$ cat src/sv/scurve_pkg.sv
`timescale 1ns / 1ps

package scurve_pkg;

    typedef enum logic [1:0] {
        ACT_TICK   = 2'd0,
        ACT_TARGET = 2'd1,
        ACT_PRESET = 2'd2,
        ACT_NONE   = 2'd3
    } action_t;

    typedef enum logic [1:0] {
        PH_IDLE   = 2'd0,
        PH_ACCEL  = 2'd1,
        PH_CRUISE = 2'd2,
        PH_DECEL  = 2'd3
    } phase_t;

    typedef enum logic {
        REG_ACCEL_DISTANCE = 1'b0,
        REG_CRUISE_STEP    = 1'b1
    } cfg_reg_t;

    localparam int ROM_DEPTH  = 32;
    localparam int ROM_WIDTH  = 15;
    localparam int DIST_WIDTH = 21;

    localparam logic [DIST_WIDTH-1:0] ACCEL_DISTANCE_RESET = 21'd86937;
    localparam logic [DIST_WIDTH-1:0] CRUISE_STEP_RESET    = 21'd16471;

    // Sigmoid velocity steps, Q11.20 radians per tick
    localparam logic [ROM_WIDTH-1:0] ACCEL_ROM [ROM_DEPTH] = '{
        15'd1098,  15'd1735,  15'd2678,  15'd3994,  15'd5690,  15'd7664,  15'd9706,  15'd11577,
        15'd13110, 15'd14254, 15'd15176, 15'd15660, 15'd15970, 15'd16163, 15'd16283, 15'd16356,
        15'd16401, 15'd16429, 15'd16445, 15'd16455, 15'd16461, 15'd16465, 15'd16467, 15'd16469,
        15'd16470, 15'd16470, 15'd16470, 15'd16471, 15'd16471, 15'd16471, 15'd16471, 15'd16471
    };

    localparam logic [ROM_WIDTH-1:0] DECEL_ROM [ROM_DEPTH] = '{
        15'd15373, 15'd14736, 15'd13793, 15'd12477, 15'd10781, 15'd8807,  15'd6765,  15'd4894,
        15'd3361,  15'd2217,  15'd1295,  15'd811,   15'd501,   15'd308,   15'd188,   15'd115,
        15'd70,    15'd42,    15'd26,    15'd16,    15'd9,     15'd6,     15'd3,     15'd2,
        15'd1,     15'd1,     15'd1,     15'd1,     15'd1,     15'd1,     15'd1,     15'd1
    };

endpackage

$ cat src/sv/sigmoid_s_curve_trajectory_generator_unit.sv
`timescale 1ns / 1ps

// S-curve joint setpoint generator, positions in signed Q11.20 radians.
// Configuration: cfg_valid/cfg_ready with cfg_index (0 accel_distance,
// 1 cruise_step) and cfg_data; cfg_ready is always high, write only while idle.
// Input channel in_valid/in_ready carries action and position_in:
// a preset loads the current position and stops any motion, a set-target
// latches start, distance and direction, and each tick then yields one
// setpoint (sigmoid acceleration, cruise, sigmoid deceleration, then the
// exact target with at_target high). Ticks while idle give no result.
// Output channel out_valid/out_ready carries setpoint and at_target.
// The result of an accepted transaction goes to the output register, or to
// the skid register while the output stalls. Throughput: one transaction per
// cycle while in_ready is high; the step is done in one pass of comparators
// and adders between the state registers and the output register.
// A two-entry output stage (output register plus skid register) lets an
// input transaction be taken while a result waits; in_ready drops only when
// both entries hold results the receiver has not taken.
// Reset clears the motion state (idle, position zero), empties the output
// stage and restores the default accel_distance and cruise_step.
module sigmoid_s_curve_trajectory_generator_unit #(
    parameter int PROFILE_DEPTH = 16
) (
    input  logic                clk,
    input  logic                rst_n,
    input  logic                cfg_valid,
    output logic                cfg_ready,
    input  logic                cfg_index,
    input  logic [20:0]         cfg_data,
    input  logic                in_valid,
    output logic                in_ready,
    input  logic [1:0]          action,
    input  logic signed [31:0]  position_in,
    output logic                out_valid,
    input  logic                out_ready,
    output logic signed [31:0]  setpoint,
    output logic                at_target
);

    import scurve_pkg::*;

    localparam int LAST_INDEX_INT = (PROFILE_DEPTH > ROM_DEPTH) ? ROM_DEPTH - 1
                                                               : PROFILE_DEPTH - 1;
    localparam logic [4:0] LAST_INDEX = 5'(LAST_INDEX_INT);

    logic [DIST_WIDTH-1:0] accel_distance_reg;
    logic [DIST_WIDTH-1:0] cruise_step_reg;

    logic signed [31:0] last_position_reg, last_position_next;
    logic signed [31:0] start_position_reg, start_position_next;
    logic signed [31:0] goal_position_reg, goal_position_next;
    logic [31:0]        total_distance_reg, total_distance_next;
    logic [31:0]        traveled_reg, traveled_next;
    phase_t             phase_reg, phase_next;
    logic [4:0]         step_index_reg, step_index_next;
    logic               moving_down_reg, moving_down_next;

    logic               out_valid_reg;
    logic signed [31:0] out_setpoint_reg;
    logic               out_at_target_reg;
    logic               skid_valid_reg;
    logic signed [31:0] skid_setpoint_reg;
    logic               skid_at_target_reg;

    logic               in_accept;
    action_t            act;
    logic               res_valid;
    logic signed [31:0] res_setpoint;
    logic               res_at_target;

    logic               accel_go;
    logic               cruise_go;
    logic               decel_go;
    logic [4:0]         decel_index;
    logic [DIST_WIDTH-1:0] delta;
    logic [32:0]        travel_sum;
    logic [31:0]        travel_sat;
    logic signed [33:0] cruise_limit;
    logic signed [33:0] sp_wide;
    logic signed [31:0] sp_sat;
    logic signed [32:0] target_diff;

    function automatic logic [4:0] advance(input logic [4:0] idx);
        return (idx < LAST_INDEX) ? idx + 5'd1 : LAST_INDEX;
    endfunction

    assign cfg_ready = 1'b1;
    assign in_ready  = !skid_valid_reg;
    assign in_accept = in_valid && in_ready;
    assign act       = action_t'(action);

    // Phase cascade decisions
    assign cruise_limit = $signed({2'b00, total_distance_reg})
                        - $signed({13'd0, accel_distance_reg});
    assign accel_go  = (phase_reg == PH_ACCEL)
                    && (traveled_reg < {11'd0, accel_distance_reg})
                    && ({traveled_reg, 1'b0} < {1'b0, total_distance_reg});
    assign cruise_go = !accel_go
                    && ((phase_reg == PH_ACCEL) || (phase_reg == PH_CRUISE))
                    && ($signed({2'b00, traveled_reg}) < cruise_limit);
    assign decel_go  = !accel_go && !cruise_go && (phase_reg != PH_IDLE)
                    && (traveled_reg < total_distance_reg);
    assign decel_index = (phase_reg == PH_DECEL) ? step_index_reg : 5'd0;

    always_comb
    begin
        delta = '0;
        if (accel_go)
        begin
            delta = {6'd0, ACCEL_ROM[step_index_reg]};
        end
        else if (cruise_go)
        begin
            delta = (cruise_step_reg == '0) ? DIST_WIDTH'(1) : cruise_step_reg;
        end
        else if (decel_go)
        begin
            delta = {6'd0, DECEL_ROM[decel_index]};
        end
    end

    assign travel_sum = {1'b0, traveled_reg} + {12'd0, delta};
    assign travel_sat = travel_sum[32] ? 32'hFFFF_FFFF : travel_sum[31:0];
    assign sp_wide = moving_down_reg
                   ? {{2{start_position_reg[31]}}, start_position_reg} - $signed({2'b00, travel_sat})
                   : {{2{start_position_reg[31]}}, start_position_reg} + $signed({2'b00, travel_sat});

    always_comb
    begin
        if (sp_wide > 34'sh0_7FFF_FFFF)
        begin
            sp_sat = 32'sh7FFF_FFFF;
        end
        else if (sp_wide < -34'sh0_8000_0000)
        begin
            sp_sat = 32'sh8000_0000;
        end
        else
        begin
            sp_sat = sp_wide[31:0];
        end
    end

    assign target_diff = {position_in[31], position_in}
                       - {last_position_reg[31], last_position_reg};

    // Next state
    always_comb
    begin
        last_position_next  = last_position_reg;
        start_position_next = start_position_reg;
        goal_position_next  = goal_position_reg;
        total_distance_next = total_distance_reg;
        traveled_next       = traveled_reg;
        phase_next          = phase_reg;
        step_index_next     = step_index_reg;
        moving_down_next    = moving_down_reg;
        if (in_accept)
        begin
            unique case (act)
                ACT_TARGET:
                begin
                    start_position_next = last_position_reg;
                    goal_position_next  = position_in;
                    moving_down_next    = target_diff[32];
                    total_distance_next = target_diff[32] ? 32'(-target_diff)
                                                          : target_diff[31:0];
                    traveled_next       = '0;
                    step_index_next     = '0;
                    phase_next          = PH_ACCEL;
                end
                ACT_PRESET:
                begin
                    last_position_next = position_in;
                    phase_next         = PH_IDLE;
                end
                ACT_TICK:
                begin
                    if (phase_reg != PH_IDLE)
                    begin
                        priority if (accel_go)
                        begin
                            step_index_next    = advance(step_index_reg);
                            phase_next         = PH_ACCEL;
                            traveled_next      = travel_sat;
                            last_position_next = sp_sat;
                        end
                        else if (cruise_go)
                        begin
                            phase_next         = PH_CRUISE;
                            traveled_next      = travel_sat;
                            last_position_next = sp_sat;
                        end
                        else if (decel_go)
                        begin
                            step_index_next    = advance(decel_index);
                            phase_next         = PH_DECEL;
                            traveled_next      = travel_sat;
                            last_position_next = sp_sat;
                        end
                        else
                        begin
                            // final tick: land exactly on the goal
                            step_index_next    = decel_index;
                            phase_next         = PH_IDLE;
                            last_position_next = goal_position_reg;
                        end
                    end
                end
                default:
                begin
                    phase_next = phase_reg;
                end
            endcase
        end
    end

    // Result of the accepted transaction
    always_comb
    begin
        res_valid     = in_accept && (act == ACT_TICK) && (phase_reg != PH_IDLE);
        res_at_target = !(accel_go || cruise_go || decel_go);
        res_setpoint  = res_at_target ? goal_position_reg : sp_sat;
    end

    always_ff @(posedge clk or negedge rst_n)
    begin
        if (!rst_n)
        begin
            accel_distance_reg <= ACCEL_DISTANCE_RESET;
            cruise_step_reg    <= CRUISE_STEP_RESET;
        end
        else if (cfg_valid && cfg_ready)
        begin
            unique case (cfg_reg_t'(cfg_index))
                REG_ACCEL_DISTANCE: accel_distance_reg <= cfg_data;
                REG_CRUISE_STEP:    cruise_step_reg    <= cfg_data;
                default:            cruise_step_reg    <= cruise_step_reg;
            endcase
        end
    end

    always_ff @(posedge clk or negedge rst_n)
    begin
        if (!rst_n)
        begin
            last_position_reg  <= '0;
            start_position_reg <= '0;
            goal_position_reg  <= '0;
            total_distance_reg <= '0;
            traveled_reg       <= '0;
            phase_reg          <= PH_IDLE;
            step_index_reg     <= '0;
            moving_down_reg    <= 1'b0;
        end
        else
        begin
            last_position_reg  <= last_position_next;
            start_position_reg <= start_position_next;
            goal_position_reg  <= goal_position_next;
            total_distance_reg <= total_distance_next;
            traveled_reg       <= traveled_next;
            phase_reg          <= phase_next;
            step_index_reg     <= step_index_next;
            moving_down_reg    <= moving_down_next;
        end
    end

    // Output register and skid register control
    always_ff @(posedge clk or negedge rst_n)
    begin
        if (!rst_n)
        begin
            out_valid_reg  <= 1'b0;
            skid_valid_reg <= 1'b0;
        end
        else if (out_valid_reg && !out_ready)
        begin
            // hold the stalled result, park a new one in the skid stage
            if (res_valid)
            begin
                skid_valid_reg <= 1'b1;
            end
        end
        else if (skid_valid_reg)
        begin
            out_valid_reg  <= 1'b1;
            skid_valid_reg <= 1'b0;
        end
        else
        begin
            out_valid_reg <= res_valid;
        end
    end

    always_ff @(posedge clk)
    begin
        if (out_valid_reg && !out_ready)
        begin
            if (res_valid)
            begin
                skid_setpoint_reg  <= res_setpoint;
                skid_at_target_reg <= res_at_target;
            end
        end
        else if (skid_valid_reg)
        begin
            out_setpoint_reg  <= skid_setpoint_reg;
            out_at_target_reg <= skid_at_target_reg;
        end
        else if (res_valid)
        begin
            out_setpoint_reg  <= res_setpoint;
            out_at_target_reg <= res_at_target;
        end
    end

    assign out_valid = out_valid_reg;
    assign setpoint  = out_setpoint_reg;
    assign at_target = out_at_target_reg;

endmodule

$ cat config.mk
export PLATFORM = sky130hd
export DESIGN_NAME = sigmoid_s_curve_trajectory_generator_unit
export DESIGN_NICKNAME = d
export VERILOG_FILES = /design/src/sv/scurve_pkg.sv /design/src/sv/sigmoid_s_curve_trajectory_generator_unit.sv
export SDC_FILE = /design/constraint.sdc
export NUM_CORES = 1
export LEC_CHECK = 0
export BUFFER_PORTS_ARGS = -buffer_cell sky130_fd_sc_hd__buf_2
export CELL_PAD_IN_SITES_DETAIL_PLACEMENT = 2
export CELL_PAD_IN_SITES_GLOBAL_PLACEMENT = 2
export CORE_MARGIN = 8
export CORE_UTILIZATION = 35
export CTS_CLUSTER_DIAMETER = 150
export CTS_CLUSTER_SIZE = 14
export DETAILED_ROUTE_END_ITERATION = 8
export PLACE_DENSITY = 0.87
export SLEW_MARGIN = 30
export SYNTH_ARGS = -nofsm -noshare
export SYNTH_HDL_FRONTEND = slang
export SYNTH_SLANG_ARGS = --single-unit
$ cat constraint.sdc
create_clock -name clk -period 11.8 [get_ports clk]
set_input_delay 1.18 -clock clk [delete_from_list [all_inputs] [get_ports clk]]
set_output_delay 1.18 -clock clk [all_outputs]
set_load 0.02 [all_outputs]
Word level (Yosys, flattened, before mapping)
Memories as Yosys holds them, arrays and structs flattened.
Cells that the tools add are included.
{ "word_totals": {"output_inout_bits": 36, "romBits": 960, "word_cells": 128, "ff_bits": 278, "memories": 2, "in_bits": 61} }
{ "classes": {"eq_ne": 9, "muxes": 44, "bitwise": 4, "addsub": 8, "magnitude_cmp": 10, "n_reduce_logical": 35} }
{ "mem_list": {"columns": ["name", "depth", "width", "read_ports", "rd_clocked_by_memory_dff", "write_ports", "line", "rtl"], "rows": [
  ["(name not given)", 32, 15, 1, 0, 0, "sigmoid_s_curve_trajectory_generator_unit.sv:118", "delta = {6'd0, DECEL_ROM[decel_index]};"],
  ["(name not given)", 32, 15, 1, 0, 0, "sigmoid_s_curve_trajectory_generator_unit.sv:110", "delta = {6'd0, ACCEL_ROM[step_index_reg]};"]
]} }
{ "op_table": {"columns": ["operator", "n"], "rows": [
  ["$mux 32", 15],
  ["$pmux 32 s2", 2],
  ["$mux 15", 5],
  ["$mux 21", 3],
  ["$mux 5", 7],
  ["$add 32x33->34", 1],
  ["$gt 34x32->1 const B", 1],
  ["$lt 34x32->1 const B", 1],
  ["$mux 34", 1],
  ["$sub 32x33->34", 1],
  ["$add 32x21->33", 1],
  ["$lt 33x32->1", 1],
  ["$lt 33x33->1", 1],
  ["$sub 32x21->33", 1],
  ["$sub 32x32->33", 1],
  ["$lt 32x21->1", 1],
  ["$lt 32x32->1", 1],
  ["$neg 32->32", 1],
  ["$logic_not 21->1", 1],
  ["$ge 6x6->1 const B", 2],
  ["$not 5->6", 2],
  ["$logic_and 1x1->1", 11],
  ["$add 5x1->5 const B", 2],
  ["$lt 5x4->1 const B", 2],
  ["other kinds (18)", 45]
]} }

Depth between registers and ports, before layout
{ "depth": {"ltp_word": 25, "mapped_depth": 65, "mapped_depth_nobuf": 61} }

Worst setup path before layout
No wires, ideal clock.
{ "synth_path": {"path_type": "register to register", "start": "register accel_distance_reg[0]", "end": "register out_setpoint_reg[4] (netlist: setpoint[4]) (data pin)", "period_less_slack_ns": 12.617, "t_required_ns": 11.538, "n_path_buf": 5, "path_stages_with_launch": 63, "slack_ns": -0.817, "setup_ns": 0.262, "arrival_ns": 12.355, "path_cell_list": "dfstp_2 > ha_1 > inv_1 > fa_1 > a211oi_1 > o21ai_0 > o211ai_1 > nor4_1 > or3_1 > a21o_1 > a21oi_1 > o31ai_1 > a21oi_1 > nand2b_1 > xnor2_1 > ha_1 > o21a_1 > o21ai_0 > [... 27 more ...] > nand2_1 > or2_2 > o21a_1 > o21ai_0 > ha_1 > and4_1 > and3_1 > a221oi_1 > o31a_1 > o211ai_1 > a311o_1 > a31oi_1 > xor2_1 > xnor2_2 > a21boi_2 > o31ai_2 > o21a_2 > mux2_1"} }
{ "synth_between": {"elab_chain_cells": 23, "word_cells_on_any_way": 29, "classes_between": "4 x add/sub; 4 x order compare; 10 x mux; 11 x reduce/logical"} }
{ "synth_rtl": {"columns": ["element", "line", "rtl"], "rows": [
  ["start: declaration", "sigmoid_s_curve_trajectory_generator_unit.sv:46", "logic [DIST_WIDTH-1:0] accel_distance_reg;"],
  ["start signal: assignment", "sigmoid_s_curve_trajectory_generator_unit.sv:236", "REG_ACCEL_DISTANCE: accel_distance_reg <= cfg_data;"],
  ["branches (longest 20 deep; another with $sub 32x21->33)", null, null],
  ["$mux 32 (*)", "sigmoid_s_curve_trajectory_generator_unit.sv:223", "res_setpoint = res_at_target ? goal_position_reg : sp_sat;"],
  ["named net res_setpoint[4]", "sigmoid_s_curve_trajectory_generator_unit.sv:68", "logic signed [31:0] res_setpoint;"],
  ["$mux 32 (*)", "sigmoid_s_curve_trajectory_generator_unit.sv:311", "else if (res_valid)"],
  ["$mux 32 (*)", "sigmoid_s_curve_trajectory_generator_unit.sv:306", "else if (skid_valid_reg)"],
  ["end signal: assignment", "sigmoid_s_curve_trajectory_generator_unit.sv:308", "out_setpoint_reg <= skid_setpoint_reg;"],
  ["end signal: assignment", "sigmoid_s_curve_trajectory_generator_unit.sv:313", "out_setpoint_reg <= res_setpoint;"],
  ["end: declaration", "sigmoid_s_curve_trajectory_generator_unit.sv:59", "logic signed [31:0] out_setpoint_reg;"]
]} }
Mark *: on every way through the listed nets, which the timed path passes. The select of a mux whose other input is x is not followed.
A chain may end at the register's enable or synchronous reset.

Worst setup path after layout
{ "layout_path": {"start": "register total_distance_reg[0]", "end": "register out_setpoint_reg[24] (netlist: setpoint[24]) (data pin)"} }
{ "layout_between": {"elab_chain_cells": 22, "word_cells_on_any_way": 29, "classes_between": "4 x add/sub; 5 x order compare; 10 x mux; 10 x reduce/logical"} }
{ "layout_rtl": {"columns": ["element", "line", "rtl"], "rows": [
  ["start: declaration", "sigmoid_s_curve_trajectory_generator_unit.sv:52", "logic [31:0] total_distance_reg, total_distance_next;"],
  ["start signal: assignment", "sigmoid_s_curve_trajectory_generator_unit.sv:261", "total_distance_reg <= total_distance_next;"],
  ["branches (longest 19 deep; another with $sub 32x21->33)", null, null],
  ["$mux 32 (*)", "sigmoid_s_curve_trajectory_generator_unit.sv:223", null],
  ["$mux 32 (*)", "sigmoid_s_curve_trajectory_generator_unit.sv:311", null],
  ["$mux 32 (*)", "sigmoid_s_curve_trajectory_generator_unit.sv:306", null]
]} }
Every way passes the cells marked *. The select of a mux whose other input is x is not followed.

==> results_dict.tcl <==
set metrics [dict create \
    r2r-start "total_distance_reg[0]$_DFFE_PN0P_" \
    setup_viol 96 \
    crit_path_start_kind "register" \
    async_flop_share 0.7626 \
    die_x_um 272.8 \
    cts_buffers 23 \
    synth_edf_count 66 \
    crit_path_max_incr_delay_ns 0.44 \
    grt_pass1_wl_mm 188.4 \
    cp.arrival_ns 13.48 \
    port_buffers 95 \
    cts_tree "yes" \
    rsz0062_at_grt "true" \
    place_hpwl_mm 85.80 \
    regArea_sq_um 7310 \
    post_synth.cell_area_avg_sq_um 8.331 \
    yosysMostFrequentCell "nand2_1" \
    critPathSlowestCell "a311o_1" \
    ff2ff_setup_slack_ns -1.37 \
    clockBufferDepth 3 \
    min_period_ns 13.17 \
    slew_viol_final 0 \
    dp.cells 3905 \
    stdcell_area_sq_um 29220 \
    status "complete, but fails checks" \
    failed_checks "setup timing" \
    yosysTopAreaCell "dfrtp_1" \
    post_drt_wl_per_cell_um 35.74 \
    synth_top_cells_by_count "379 x nand2_1, 286 x o21ai_0, 239 x ha_1" \
    ios 97 \
    cp_max_fo 12 \
    multi_input_area_sq_um 15870 \
    drtIter0Drc 2572 \
    instances_no_fill 4019 \
    clk_pin_slew_ns 0.08 \
    r2r_cells 59 \
    seq_area_frac_synth 0.3166 \
    cts_num_sinks 278 \
    routed_via_density 6.693 \
    worst_pin_slew_ns 1.158 \
    fillerInstances 6953 \
    synth.distinct_cells 96 \
    fin_skew_ns 0.02950 \
    hold_violations 0 \
    start_util 0.3522 \
    drt_first_pass_iters 5 \
    grt_max_degree 106 \
    route.detailed.drc 0 \
    drive_gt1_frac 0.2529 \
    syn_nets 3074 \
    die_h_um 272.8 \
    core_sq_um 65510 \
    track_usage 0.3274 \
    detail-route-antenna-nets 0 \
    worstPathRequired_ns 12.12 \
    ys_ff_latch 278 \
    min_period_over_period 1.116 \
    rows 94 \
    clock_latency_ns 0.62 \
    maxCapViolations 0 \
    path_class "reg2reg" \
    synth_top_area_share 0.2136 \
    dpl_cell_area_sq_um 26640 \
    via_count 26900 \
    critPathCaptureType "register" \
    crit-reg2reg-capture "setpoint[24]$_DFFE_PP_" \
    synthCells 2770 \
    holdCritPathClass "in2async" \
    grt_pass1_vias 28530 \
    wl_mm 143.6 \
    cts_root_buffer "clkbuf_16" \
    netlist_area_sq_um 23080 \
    yosys_warnings 0 \
    setup_ws_ns -1.366 \
    synth.area.top_cells "dfrtp_1 21%, ha_1 13%, edfxtp_1 8.6%" \
    gp_congestion 0.9534 \
    fin_nets 3439 \
    ys.flop_type "dfrtp_1" \
    die_area_sq_um 74400 \
    syn_to_final_growth_pct 26.63 \
    grt-ovfl-total 0 \
    fmax_mhz 75.95 \
    slew_headroom 0.2199 \
    htree_levels 1 \
    grt_antenna_before_repair 4 \
]
## worst max-delay path: cells and delay by family (launching register included)
family / cells / cell delay (ns)
and+or+nand+nor: 14 / 2.89
adders and majority gates: 6 / 1.69
DFF: 1 / 0.43
AOI/OAI and AO/OA: 27 / 5.87
buffers and inverters: 8 / 1.05
xor gates and xnor gates: 4 / 0.89
## area by class of cell
class,count,area share
Multi-Input combinational cell,2182,0.5431
Sequential cell,278,0.2501
Timing Repair Buffer,471,0.1238
Tap cell,864,0.03699
Inverter,179,0.02299
Clock buffer,41,0.02201
Clock inverter,1,0.0006851
Antenna cell,3,0.0002569
## cell usage in the layout (no fill, tap or decap), drive strengths merged, types with 12 or more instances in the layout
cell type / instances
nand2b: 16
dfrtp: 197
nor2: 155
and2: 27
nor4: 18
inv: 177
o2111ai: 16
nand3: 71
edfxtp: 66
nand4: 25
xnor2: 102
and3: 23
o221ai: 35
o21ai: 314
clkbuf: 43
nand2: 379
nor3: 43
mux2i: 18
xor2: 55
o211ai: 17
buf: 469
a21o: 75
mux2: 30
or3: 13
o31ai: 38
a2111oi: 12
nor2b: 22
a31oi: 13
a211oi: 34
a21oi: 186
ha: 239
or2: 13
o21bai: 12
o21a: 35
dfstp: 15
## metal layers
metal / wire length, um / global-route usage
met1: 51030 / 0.3766
met5: 16 / 0
met2: 66620 / 0.5640
met3: 11700 / 0.05463
met4: 14260 / 0.2024
## timing repair
item	4_1_cts	5_1_grt
pin swaps	59	81
setup endpoints to repair	96	96
gates resized for setup	166	192
gates cloned	2	3
hold buffers	0	0
setup buffers	36	33
## how the worst max path moves through the flow
| stage | start | endpoint | slack [ns] | cells past startpoint |
|---|---|---|---|---|
| after detailed placement | total_distance_reg[1]$_DFFE_PN0P_ | setpoint[15]$_DFFE_PP_ | -1.47 | 57 |
| after floorplan | accel_distance_reg[0]$_DFFE_PN1P_ | setpoint[4]$_DFFE_PP_ | 0.006 | 61 |
| after global placement | accel_distance_reg[1]$_DFFE_PN0P_ | setpoint[14]$_DFFE_PP_ | -0.46 | 58 |
| after CTS | accel_distance_reg[0]$_DFFE_PN1P_ | skid_setpoint_reg[2]$_DFFE_PP_ | -0.38 | 61 |
| final | total_distance_reg[0]$_DFFE_PN0P_ | setpoint[24]$_DFFE_PP_ | -1.37 | 59 |
| after global routing | accel_distance_reg[3]$_DFFE_PN1P_ | last_position_reg[25]$_DFFE_PN0P_ | -1.59 | 60 |
## stage by stage
stage	hold WS (ns)	util	setup WS, ns	setup TNS [ns]
2_1_floorplan	0.4404	-	0.006363	0
3_3_place_gp	0.4558	0.4047	-0.4596	-32.77
3_5_place_dp	0.4718	0.4066	-1.470	-128.13
4_1_cts	0.4885	0.4303	-0.3815	-28.31
5_1_grt	0.4484	0.4459	-1.589	-140.38
6_report	0.4320	0.4461	-1.366	-119.36
## logic make-up after synthesis
logic type | synth area share
xor+xnor | 0.05991
simple gates | 0.1704
other cells | 0.0001625
buf+inv | 0.05221
fa+ha+maj | 0.1331
compound gates | 0.2452
mux | 0.02245
flops | 0.3166
Power is left out: the tool's default activity adds up to more than one toggle a clock period on the data nets, which glitch-free logic cannot reach.
